===== src/rtl/gbpe_pkg.sv =====
package gbpe_pkg;

   localparam logic       OP_START = 1'b0;
   localparam logic       OP_BYTE  = 1'b1;

   localparam logic [1:0] KIND_REG   = 2'd0;
   localparam logic [1:0] KIND_GRAM  = 2'd1;
   localparam logic [1:0] KIND_PIXEL = 2'd2;

   localparam logic [7:0] GRAM_INDEX        = 8'h22;
   localparam logic [7:0] WINDOW_BASE_INDEX = 8'h02;
   localparam logic [4:0] START_LAST_STEP   = 5'd8;

   localparam logic [1:0] CSR_TEXT_COLOR   = 2'd0;
   localparam logic [1:0] CSR_BACK_COLOR   = 2'd1;
   localparam logic [1:0] CSR_GLYPH_HEIGHT = 2'd2;
   localparam logic [1:0] CSR_SYMBOL_SPACE = 2'd3;

   localparam logic [15:0] TEXT_COLOR_RST   = 16'hFFFF;
   localparam logic [15:0] BACK_COLOR_RST   = 16'h0000;
   localparam logic [5:0]  GLYPH_HEIGHT_RST = 6'd16;
   localparam logic [3:0]  SYMBOL_SPACE_RST = 4'd0;
   localparam logic [5:0]  MAX_HEIGHT       = 6'd32;

   typedef struct packed {
      logic       operation;
      logic [9:0] x_pos;
      logic [9:0] y_pos;
      logic [5:0] glyph_width;
      logic [7:0] glyph_byte;
   } req_type;

   typedef struct packed {
      logic [1:0]  write_kind;
      logic [7:0]  reg_index;
      logic [15:0] write_value;
      logic        last;
   } rsp_type;

   // One queued job for the back end.
   typedef struct packed {
      logic       is_start;
      logic [9:0] sx;
      logic [9:0] ex;
      logic [9:0] sy;
      logic [9:0] ey;
      logic [7:0] bits;
      logic [3:0] npix;
      logic [3:0] nspace;
   } desc_type;

   typedef struct packed {
      logic     push;
      desc_type desc;
   } enq_type;

   typedef struct packed {
      logic     valid;
      desc_type desc;
   } deq_type;

endpackage


===== src/rtl/gbpe_front.sv =====
module gbpe_front #(
   parameter int PANEL_WIDTH     = 240,
   parameter int PANEL_HEIGHT    = 320,
   parameter int MAX_GLYPH_WIDTH = 32
) (
   input  logic             clock,
   input  logic             reset,
   input  logic             req_valid,
   output logic             req_stall,
   input  gbpe_pkg::req_type req_item,
   input  logic [5:0]       glyph_height,
   input  logic [3:0]       symbol_space,
   input  logic             queue_full,
   output gbpe_pkg::enq_type enq
);

   logic [5:0] rbp_ff, rbp_in;
   logic [5:0] row_ff, row_in;
   logic [5:0] width_ff, width_in;
   logic       active_ff, active_in;

   logic        accept;
   logic [5:0]  w_eff, h_eff;
   logic [11:0] ex_wide, ey_wide;
   logic        off_panel;
   logic [5:0]  remain, rbp_sum, row_next;
   logic [3:0]  npix;
   logic        row_done;

   assign req_stall = queue_full;
   assign accept    = req_valid && !queue_full;

   always_comb begin
      if (req_item.glyph_width == 6'd0) begin
         w_eff = 6'd1;
      end else if (req_item.glyph_width > 6'(MAX_GLYPH_WIDTH)) begin
         w_eff = 6'(MAX_GLYPH_WIDTH);
      end else begin
         w_eff = req_item.glyph_width;
      end
      if (glyph_height == 6'd0) begin
         h_eff = 6'd1;
      end else if (glyph_height > gbpe_pkg::MAX_HEIGHT) begin
         h_eff = gbpe_pkg::MAX_HEIGHT;
      end else begin
         h_eff = glyph_height;
      end
   end

   assign ex_wide = 12'(req_item.x_pos) + 12'(w_eff) + 12'(symbol_space) - 12'd1;
   assign ey_wide = 12'(req_item.y_pos) + 12'(h_eff) - 12'd1;
   assign off_panel = (12'(req_item.x_pos) > 12'(PANEL_WIDTH - 1))
                   || (ex_wide > 12'(PANEL_WIDTH - 1))
                   || (12'(req_item.y_pos) > 12'(PANEL_HEIGHT - 1))
                   || (ey_wide > 12'(PANEL_HEIGHT - 1));

   assign remain   = width_ff - rbp_ff;
   assign npix     = (remain > 6'd8) ? 4'd8 : remain[3:0];
   assign rbp_sum  = rbp_ff + 6'(npix);
   assign row_done = rbp_sum >= width_ff;
   assign row_next = row_ff + 6'd1;

   always_comb begin
      enq.push        = 1'b0;
      enq.desc        = '0;
      enq.desc.bits   = req_item.glyph_byte;
      enq.desc.npix   = npix;
      enq.desc.nspace = row_done ? symbol_space : 4'd0;
      rbp_in          = rbp_ff;
      row_in          = row_ff;
      width_in        = width_ff;
      active_in       = active_ff;
      if (accept) begin
         if (req_item.operation == gbpe_pkg::OP_START) begin
            enq.push          = 1'b1;
            enq.desc.is_start = 1'b1;
            if (!off_panel) begin
               enq.desc.sx = req_item.x_pos;
               enq.desc.ex = ex_wide[9:0];
               enq.desc.sy = req_item.y_pos;
               enq.desc.ey = ey_wide[9:0];
            end
            width_in  = w_eff;
            rbp_in    = 6'd0;
            row_in    = 6'd0;
            active_in = 1'b1;
         end else if (active_ff) begin
            enq.push = 1'b1;
            if (row_done) begin
               rbp_in = 6'd0;
               if (row_next >= h_eff) begin
                  row_in    = 6'd0;
                  active_in = 1'b0;
               end else begin
                  row_in = row_next;
               end
            end else begin
               rbp_in = rbp_sum;
            end
         end
      end
   end

   always_ff @(posedge clock) begin
      if (reset) begin
         rbp_ff    <= 6'd0;
         row_ff    <= 6'd0;
         width_ff  <= 6'd1;
         active_ff <= 1'b0;
      end else begin
         rbp_ff    <= rbp_in;
         row_ff    <= row_in;
         width_ff  <= width_in;
         active_ff <= active_in;
      end
   end

endmodule


===== src/rtl/gbpe_queue.sv =====
module gbpe_queue (
   input  logic              clock,
   input  logic              reset,
   input  gbpe_pkg::enq_type enq,
   output logic              full,
   output gbpe_pkg::deq_type deq,
   input  logic              pop
);

   gbpe_pkg::desc_type mem_ff [2];
   logic       wr_ptr_ff, wr_ptr_in;
   logic       rd_ptr_ff, rd_ptr_in;
   logic [1:0] count_ff, count_in;
   logic       do_pop;

   assign full      = count_ff == 2'd2;
   assign deq.valid = count_ff != 2'd0;
   assign deq.desc  = mem_ff[rd_ptr_ff];
   assign do_pop    = pop && deq.valid;

   always_comb begin
      wr_ptr_in = wr_ptr_ff ^ enq.push;
      rd_ptr_in = rd_ptr_ff ^ do_pop;
      count_in  = count_ff + 2'(enq.push) - 2'(do_pop);
   end

   always_ff @(posedge clock) begin
      if (enq.push) begin
         mem_ff[wr_ptr_ff] <= enq.desc;
      end
   end

   always_ff @(posedge clock) begin
      if (reset) begin
         wr_ptr_ff <= 1'b0;
         rd_ptr_ff <= 1'b0;
         count_ff  <= 2'd0;
      end else begin
         wr_ptr_ff <= wr_ptr_in;
         rd_ptr_ff <= rd_ptr_in;
         count_ff  <= count_in;
      end
   end

endmodule


===== src/rtl/gbpe_back.sv =====
module gbpe_back (
   input  logic              clock,
   input  logic              reset,
   input  gbpe_pkg::deq_type deq,
   output logic              pop,
   input  logic [15:0]       text_color,
   input  logic [15:0]       back_color,
   output logic              rsp_valid,
   input  logic              rsp_stall,
   output gbpe_pkg::rsp_type rsp_item
);

   logic [4:0]        step_ff, step_in;
   logic              valid_ff, valid_in;
   gbpe_pkg::rsp_type item_ff, item_in;

   logic       load;
   logic [4:0] total;
   logic [9:0] coord;
   logic       is_last;

   assign load = deq.valid && (!valid_ff || !rsp_stall);

   always_comb begin
      case (step_ff[2:1])
         2'd0:    coord = deq.desc.sx;
         2'd1:    coord = deq.desc.ex;
         2'd2:    coord = deq.desc.sy;
         default: coord = deq.desc.ey;
      endcase
   end

   assign total   = 5'(deq.desc.npix) + 5'(deq.desc.nspace);
   assign is_last = deq.desc.is_start ? (step_ff == gbpe_pkg::START_LAST_STEP)
                                      : (step_ff == total - 5'd1);

   always_comb begin
      item_in      = '0;
      item_in.last = is_last;
      if (deq.desc.is_start) begin
         if (step_ff == gbpe_pkg::START_LAST_STEP) begin
            item_in.write_kind = gbpe_pkg::KIND_GRAM;
            item_in.reg_index  = gbpe_pkg::GRAM_INDEX;
         end else begin
            item_in.write_kind  = gbpe_pkg::KIND_REG;
            item_in.reg_index   = gbpe_pkg::WINDOW_BASE_INDEX + 8'(step_ff);
            item_in.write_value = step_ff[0] ? 16'(coord[7:0]) : 16'(coord[9:8]);
         end
      end else begin
         item_in.write_kind = gbpe_pkg::KIND_PIXEL;
         if (step_ff < 5'(deq.desc.npix) && deq.desc.bits[step_ff[2:0]]) begin
            item_in.write_value = text_color;
         end else begin
            item_in.write_value = back_color;
         end
      end
   end

   assign pop = load && is_last;

   always_comb begin
      step_in  = step_ff;
      valid_in = valid_ff && rsp_stall;
      if (load) begin
         valid_in = 1'b1;
         step_in  = is_last ? 5'd0 : step_ff + 5'd1;
      end
   end

   always_ff @(posedge clock) begin
      if (load) begin
         item_ff <= item_in;
      end
   end

   always_ff @(posedge clock) begin
      if (reset) begin
         step_ff  <= 5'd0;
         valid_ff <= 1'b0;
      end else begin
         step_ff  <= step_in;
         valid_ff <= valid_in;
      end
   end

   assign rsp_valid = valid_ff;
   assign rsp_item  = item_ff;

endmodule


===== src/rtl/glyph_bitmap_pixel_expander.sv =====
// Glyph bitmap pixel expander. A start item yields nine results (eight window
// register writes, then the GRAM select); a glyph byte item yields its row's
// remaining pixels (up to eight) plus, at row end, the spacing pixels, so one
// to 23 results while a glyph is open and none otherwise. The output sequencer
// issues one result per cycle while the output is not stalled. The front end
// takes one item per cycle while its two-entry job queue has room, and keeps
// taking items while a result waits on a stalled output.
module glyph_bitmap_pixel_expander #(
   parameter int PANEL_WIDTH     = 240,
   parameter int PANEL_HEIGHT    = 320,
   parameter int MAX_GLYPH_WIDTH = 32
) (
   input  logic              clock,
   input  logic              reset,
   input  logic              req_valid,
   output logic              req_stall,
   input  gbpe_pkg::req_type req_item,
   output logic              rsp_valid,
   input  logic              rsp_stall,
   output gbpe_pkg::rsp_type rsp_item,
   input  logic              csr_write_en,
   input  logic [1:0]        csr_index,
   input  logic [15:0]       csr_wdata
);

   logic [15:0] text_color_ff, back_color_ff;
   logic [5:0]  glyph_height_ff;
   logic [3:0]  symbol_space_ff;

   gbpe_pkg::enq_type enq;
   gbpe_pkg::deq_type deq;
   logic              queue_full;
   logic              pop;

   always_ff @(posedge clock) begin
      if (reset) begin
         text_color_ff   <= gbpe_pkg::TEXT_COLOR_RST;
         back_color_ff   <= gbpe_pkg::BACK_COLOR_RST;
         glyph_height_ff <= gbpe_pkg::GLYPH_HEIGHT_RST;
         symbol_space_ff <= gbpe_pkg::SYMBOL_SPACE_RST;
      end else if (csr_write_en) begin
         case (csr_index)
            gbpe_pkg::CSR_TEXT_COLOR:   text_color_ff   <= csr_wdata;
            gbpe_pkg::CSR_BACK_COLOR:   back_color_ff   <= csr_wdata;
            gbpe_pkg::CSR_GLYPH_HEIGHT: glyph_height_ff <= csr_wdata[5:0];
            gbpe_pkg::CSR_SYMBOL_SPACE: symbol_space_ff <= csr_wdata[3:0];
            default: ;
         endcase
      end
   end

   gbpe_front #(
      .PANEL_WIDTH    (PANEL_WIDTH),
      .PANEL_HEIGHT   (PANEL_HEIGHT),
      .MAX_GLYPH_WIDTH(MAX_GLYPH_WIDTH)
   ) u_front (
      .clock       (clock),
      .reset       (reset),
      .req_valid   (req_valid),
      .req_stall   (req_stall),
      .req_item    (req_item),
      .glyph_height(glyph_height_ff),
      .symbol_space(symbol_space_ff),
      .queue_full  (queue_full),
      .enq         (enq)
   );

   gbpe_queue u_queue (
      .clock(clock),
      .reset(reset),
      .enq  (enq),
      .full (queue_full),
      .deq  (deq),
      .pop  (pop)
   );

   gbpe_back u_back (
      .clock     (clock),
      .reset     (reset),
      .deq       (deq),
      .pop       (pop),
      .text_color(text_color_ff),
      .back_color(back_color_ff),
      .rsp_valid (rsp_valid),
      .rsp_stall (rsp_stall),
      .rsp_item  (rsp_item)
   );

endmodule


===== config.mk =====
export PLATFORM = sky130hd
export DESIGN_NAME = glyph_bitmap_pixel_expander
export DESIGN_NICKNAME = d
export VERILOG_FILES = /design/src/rtl/gbpe_pkg.sv /design/src/rtl/gbpe_front.sv /design/src/rtl/gbpe_queue.sv /design/src/rtl/gbpe_back.sv /design/src/rtl/glyph_bitmap_pixel_expander.sv
export SDC_FILE = /design/constraint.sdc
export NUM_CORES = 1
export LEC_CHECK = 0
export ABC_CLOCK_PERIOD_IN_PS = 3980
export BUFFER_PORTS_ARGS = -buffer_cell sky130_fd_sc_hd__buf_4
export CAP_MARGIN = 5
export CORE_MARGIN = 2
export CORE_UTILIZATION = 40
export DETAILED_ROUTE_END_ITERATION = 10
export PLACE_DENSITY = 0.59
export SLEW_MARGIN = 20
export SYNTH_ARGS = -nofsm -noshare
export SYNTH_HDL_FRONTEND = slang
export SYNTH_SLANG_ARGS = --single-unit

===== constraint.sdc =====
create_clock -name clock -period 3.98 [get_ports clock]
set_clock_uncertainty 0.1 [all_clocks]
set_input_delay 0.199 -clock clock [delete_from_list [all_inputs] [get_ports clock]]
set_output_delay 0.199 -clock clock [all_outputs]
set_load 0.1 [all_outputs]

==> qor.yml, run 1 <==
status:
  status: "finished, violations left"
  violations: "negative setup slack"
yosys:
  synthAdderAreaFrac: 0.0889
  synth_top_family_by_area: "simple AND/OR/NAND/NOR gates"
  synth_compound_area_frac: 0.126
  yosysWarningCount: 0
  synth-xor-area-share: 0.0450
  synth.cell_area_mm2: 0.0112
  yosys-mux-area-fraction: 0.0603
  synth_area_per_cell_um2: 11.2
  synth_cells: 1001
  synthSimpleGateAreaFrac: 0.131
  synth_edf_count: 139
  ys_seq_area_frac: 0.500
  synth-seq-cells: 210
  synth-async-reset-ratio: 0
  synthDistinctLibCells: 80
  synth_ff_type: "edfxtp_1"
pwr:
  ir_worst_vdd_v: 0.000261
  p_total_uw: 6550
  power_per_cell_area_mw_per_mm2: 455
  p_leak_uw: 0.00576
floorplan:
  die_h_um: 171
  ios: 87
  fp.dieW_um: 171
  core_mm2: 0.0277
  rows: 61
  dieArea_mm2: 0.0293
  initial_utilization: 0.404
clock_network:
  cts_tree: "built"
  cts_made_buffers: 23
  clkLatencyLatePin_ns: 0.51
  cts-root-buf: "clkbuf_16"
  clk_pin_slew_ns: 0.06
  cts_buffer_depth: 3
  htree_levels: 1
  clock_sinks: 210
cells_and_area:
  drive_gt1_frac: 0.272
  fillers: 2478
  regArea_mm2: 0.00560
  fin_util: 0.520
  final_cell_mix: "182 x buf_4, 139 x edfxtp_1, 78 x nand2_1"
  layout.nets: 1349
  layout_commonest_cell: "buf_4"
  area_growth_pct: 28.6
  antennaDiodeCount: 0
  multi_input_area_mm2: 0.00543
setup_path:
  cp_top_family: "compound AO/OA/AOI/OAI gates"
  cpMaxStageDelayCell: "fa_2"
  critPathCaptureType: "flip-flop"
  max_stage_delay_ns: 0.53
  arrival_ns: 4.35
  required_ns: 4.24
  critPathMaxFanout: 4
  path_buf_inv: 4
  crit_path_start_kind: "flip-flop"
  path_class: "flip-flop to flip-flop"
  cp_cell_sequence: "inv_2, ha_4, nor2b_4, o21ai_2, nand2b_1, a21o_1, a21oi_2, xnor2_1, nand3_2, nor2_2, ha_2, inv_2, fa_2, inv_2, ha_4, a21o_1, a21o_1, a211o_1, buf_6, a21oi_4, nor3_1, mux2i_1, nor2_1"
global_routing:
  grt_pass1_vias: 8130
  grt_max_degree: 70
  antenna_found_initial: 0
  track_usage: 0.187
  grt_pass1_wl_um: 43200
  overflow: 0
flow_run:
  maxCapViolCount: 0
timing:
  tightestPinTransition_ns: 0.917
  slew_headroom: 0.388
  rsz0062_at_grt: "true"
  hold_violations: 0
  tns_ns: -0.988
  max_freq_mhz: 245
  finalCritPeriodShare: 1.03
  drv_slew: 0
  setup_viol_count_final: 16
  period_minus_slack_ns: 4.09
  postLayoutSetupSlackWorst_ns: -0.107
detailed_routing:
  postRouteAntennaNets: 0
  wl_um: 27300
  routed-via-count: 8193
  drt_iter0_markers: 555
  vias_per_cell: 5.09
  wl_per_cell_um: 17.0
  firstDrtPassIters: 5
  drc: 0
placement:
  portBuffers: 84
  gp_congestion: 0.817
  dp_hpwl_um: 19400
hold_path:
  hold_class: "primary input to flip-flop"
## stage by stage
stage	worst slack, ns	cell area [µm²]	cells	hold slack (ns)
floorplan	-0.0377	11400	1014	0.198
global placement	-0.349	13000	1529	0.289
detailed placement	-0.364	13000	1529	0.288
CTS	-0.143	14200	1605	0.00338
global route	-0.324	14400	1610	0.0167
finish	-0.107	14400	1610	0.0215
## per-layer routing
layer	global-route usage	part of all wire	up-vias
li1	-	-	4088
met1	0.257	0.46	3912
met2	0.315	0.48	167
met3	0.0189	0.037	26
met4	0.0527	0.023	0
met5	0	0	-
## repair_timing
action / in CTS / in global routing
hold buffers: 30 / 0
setup endpoints to repair: 21 / 90
setup buffers: 3 / 5
resized for setup: 12 / 44
gates cloned: 1 / 0
endpoints found under the hold margin: 69 / 0
pin swaps: 7 / 27
## sequential cells by signal (all words and copies together) (netlist names), 5 cells and up
signal,cells
u_queue.mem_ff,114
u_back.rsp_item,25
back_color_ff,16
text_color_ff,16
glyph_height_ff,6
u_front.rbp_ff,6
u_front.row_ff,6
u_front.width_ff,6
u_back.step_ff,5
## cell families (layout without fill, tap and decap cells)
kind of cell | Yosys count | after routing
other | 1 | 14
DFF | 210 | 210
adders and majority gates | 76 | 76
buffers and inverters | 131 | 348
and+or+nand+nor | 278 | 278
muxes | 51 | 51
AOI/OAI and AO/OA | 199 | 200
xor gates and xnor gates | 55 | 55
## synthesized netlist by cell type, types with 29 or more instances
| library cell | n | area [µm²] |
|---|---|---|
| a21oi_1 | 65 | 325 |
| and4_1 | 29 | 254 |
| clkbuf_1 | 29 | 109 |
| dfxtp_1 | 71 | 1420 |
| edfxtp_1 | 139 | 4170 |
| ha_1 | 70 | 876 |
| inv_1 | 83 | 312 |
| mux2i_1 | 36 | 360 |
| nand2_1 | 78 | 293 |
| nor2_1 | 65 | 244 |
| nor2b_1 | 29 | 181 |
| xnor2_1 | 33 | 289 |
## power breakdown
part / internal [µW] / total (µW) / switching (µW) / leakage (µW)
Clock: 1290 / 2150 / 857 / 0.000377
Combinational: 735 / 1840 / 1110 / 0.00355
Sequential: 2500 / 2560 / 57.6 / 0.00183
Total: 4520 / 6550 / 2020 / 0.00576
## final cells by class
| type | instances | area share |
|---|---|---|
| clock buffers | 30 | 0.0454 |
| clock inverters | 12 | 0.00817 |
| inverters | 85 | 0.0222 |
| multi-input cells | 674 | 0.377 |
| flip-flops and latches | 210 | 0.389 |
| well taps | 378 | 0.0329 |
| repair buffers | 221 | 0.125 |
## worst register-to-register path, cell delays in order, from the launching register on
cell and delay [ns]:
dfxtp_2 0.34, inv_2 0.05, ha_4 0.20, nor2b_4 0.12, o21ai_2 0.10, nand2b_1 0.08
a21o_1 0.16, a21oi_2 0.12, xnor2_1 0.14, nand3_2 0.14, nor2_2 0.13, ha_2 0.19
inv_2 0.04, fa_2 0.53, inv_2 0.05, ha_4 0.19, a21o_1 0.18, a21o_1 0.16
a211o_1 0.31, buf_6 0.14, a21oi_4 0.16, nor3_1 0.10, mux2i_1 0.18, nor2_1 0.05
## path summary, 6_finish.rpt
path                                                startpoint                         endpoint  slack (ns)  cells after the start
worst min-delay path                              req_item[17]  u_queue.mem_ff[0][29]$_DFFE_PP_        0.02                      2
worst max-delay path            u_front.rbp_ff[1]$_SDFFE_PP0P_   u_front.row_ff[0]$_SDFFE_PP0P_       -0.11                     23
worst max register to register  u_front.rbp_ff[1]$_SDFFE_PP0P_   u_front.row_ff[0]$_SDFFE_PP0P_       -0.11                     23
worst min register to register   back_color_ff[1]$_SDFFE_PP0P_    back_color_ff[1]$_SDFFE_PP0P_        0.36                      2
Power figures use the tool's default switching activity.
==> run 2, diff against run 1 <==
Settings changed: CORE_MARGIN 2 to 1.
==> qor.yml, run 2 (synthesis gave the netlist of run 1 again) <==
setup_path:
  path_class: "flip-flop to flip-flop"
  rr_startpoint: "u_front.rbp_ff[1]$_SDFFE_PP0P_"
  regToRegSetupSlack_ns: -0.23
  arrival_ns: 4.47
  reg2regPathDepth: 22
  critPathMaxFanout: 5
  critPathCaptureType: "flip-flop"
  required_ns: 4.25
  crit_path_start_kind: "flip-flop"
  r2r_end: "u_front.row_ff[4]$_SDFFE_PP0P_"
floorplan:
  ios: 87
  die_h_um: 169
  rows: 60
  fp.dieW_um: 169
  initial_utilization: 0.412
  dieArea_mm2: 0.0287
  core_mm2: 0.0272
placement:
  dp_hpwl_um: 19500
  portBuffers: 84
  gp_congestion: 0.823
timing:
  drv_slew: 0
  finalCritPeriodShare: 1.06
  postLayoutSetupSlackWorst_ns: -0.225
  rsz0062_at_grt: "true"
  hold_violations: 0
  slew_headroom: 0.402
  max_freq_mhz: 238
  period_minus_slack_ns: 4.21
  tns_ns: -3.46
  setup_viol_count_final: 21
  tightestPinTransition_ns: 0.897
detailed_routing:
  drt_iter0_markers: 559
  postRouteAntennaNets: 0
  routed-via-count: 8404
  drc: 0
  vias_per_cell: 5.15
  wl_per_cell_um: 17.8
  wl_um: 29000
  firstDrtPassIters: 5
clock_network:
  cts_buffer_depth: 3
  cts_made_buffers: 24
  cts_tree: "built"
  cts-root-buf: "clkbuf_16"
  htree_levels: 1
  clk_pin_slew_ns: 0.06
  clock_sinks: 210
  clkLatencyLatePin_ns: 0.52
status:
  violations: "negative setup slack"
  status: "finished, violations left"
hold_path:
  worstHoldStart: "req_item[13]"
  hold_depth: 4
  hold_class: "primary input to flip-flop"
  hold_path_end: "u_front.width_ff[5]$_SDFFE_PP0P_"
cells_and_area:
  area_growth_pct: 34.1
  regArea_mm2: 0.00560
  top_register: "u_queue.mem_ff"
  final_cell_mix: "198 x buf_4, 139 x edfxtp_1, 78 x nand2_1"
  drive_gt1_frac: 0.307
  antennaDiodeCount: 0
  multi_input_area_mm2: 0.00569
  layout.nets: 1377
  layout_commonest_cell: "buf_4"
  largest_reg_flops: 114
  fillers: 2377
global_routing:
  grt_pass1_wl_um: 44500
  grt_pass1_vias: 8241
  track_usage: 0.197
  grt_max_degree: 70
  overflow: 0
  antenna_found_initial: 1
pwr:
  p_total_uw: 6990
  power_per_cell_area_mw_per_mm2: 466
  ir_worst_vdd_v: 0.000266
  p_leak_uw: 0.00600
flow_run:
  maxCapViolCount: 0
## run 2: area by class of cell
class / instances / share of cell area
sequential: 210 / 0.373
inverter: 85 / 0.0212
clock buffer: 27 / 0.0407
multi-input combinational: 674 / 0.379
clock inverter: 17 / 0.0170
timing repair buffer: 248 / 0.139
tap: 372 / 0.0310
## run 2: timing repair
item,4_1_cts,5_1_grt
resized for setup,28,79
pin swaps,26,57
hold endpoints to repair,75,1
setup buffers,10,14
gates cloned,1,3
hold buffers,35,1
setup endpoints to repair,87,90
## run 2: where the power goes
part           switching [µW]  total [µW]  internal (µW)
clock                     897        2400           1500
combinational            1200        2030            831
sequential               55.5        2560           2500
total                    2160        6990           4840
## run 2: worst max path at each step
stage / start / to / depth (start not counted)
finish: u_front.rbp_ff[1]$_SDFFE_PP0P_ / u_front.row_ff[4]$_SDFFE_PP0P_ / 22
global route: u_front.rbp_ff[1]$_SDFFE_PP0P_ / u_front.row_ff[5]$_SDFFE_PP0P_ / 22
CTS: u_front.rbp_ff[1]$_SDFFE_PP0P_ / u_front.row_ff[4]$_SDFFE_PP0P_ / 22
detailed placement: req_item[9] / u_queue.mem_ff[0][34]$_DFFE_PP_ / 20
global placement: req_item[9] / u_queue.mem_ff[0][26]$_DFFE_PP_ / 20
floorplan: u_front.rbp_ff[1]$_SDFFE_PP0P_ / u_front.row_ff[4]$_SDFFE_PP0P_ / 22
## run 2: layer usage
layer / global-route usage / part of all wire
met2: 0.325 / 0.48
met5: 0 / 0
met4: 0.0576 / 0.024
met3: 0.0219 / 0.036
met1: 0.272 / 0.46
## run 2: worst max-delay path, stage by stage, from the launching register on
cell	delay (ns)
dfxtp_2	0.33
inv_2	0.05
ha_4	0.20
nor2b_4	0.11
o21ai_1	0.11
nand2b_1	0.10
buf_4	0.15
buf_4	0.12
xnor2_1	0.18
nand3_2	0.19
nor2_4	0.19
ha_4	0.15
inv_2	0.03
fa_2	0.52
inv_2	0.05
ha_4	0.20
a21o_1	0.15
a21o_1	0.17
a211o_4	0.37
and2_4	0.19
o21ai_4	0.18
or3b_4	0.16
a21oi_2	0.04
## run 2: stage by stage
step | hold WS [ns] | cells | util | setup WS, ns | instance area, µm²
2_1_floorplan | 0.198 | 1014 | - | -0.0377 | 11400
3_3_place_gp | 0.290 | 1527 | 0.481 | -0.300 | 13100
3_5_place_dp | 0.291 | 1527 | 0.481 | -0.366 | 13100
4_1_cts | 0.000917 | 1616 | 0.532 | -0.168 | 14500
5_1_grt | 0.00346 | 1633 | 0.553 | -0.414 | 15000
6_report | 0.00258 | 1633 | 0.553 | -0.225 | 15000
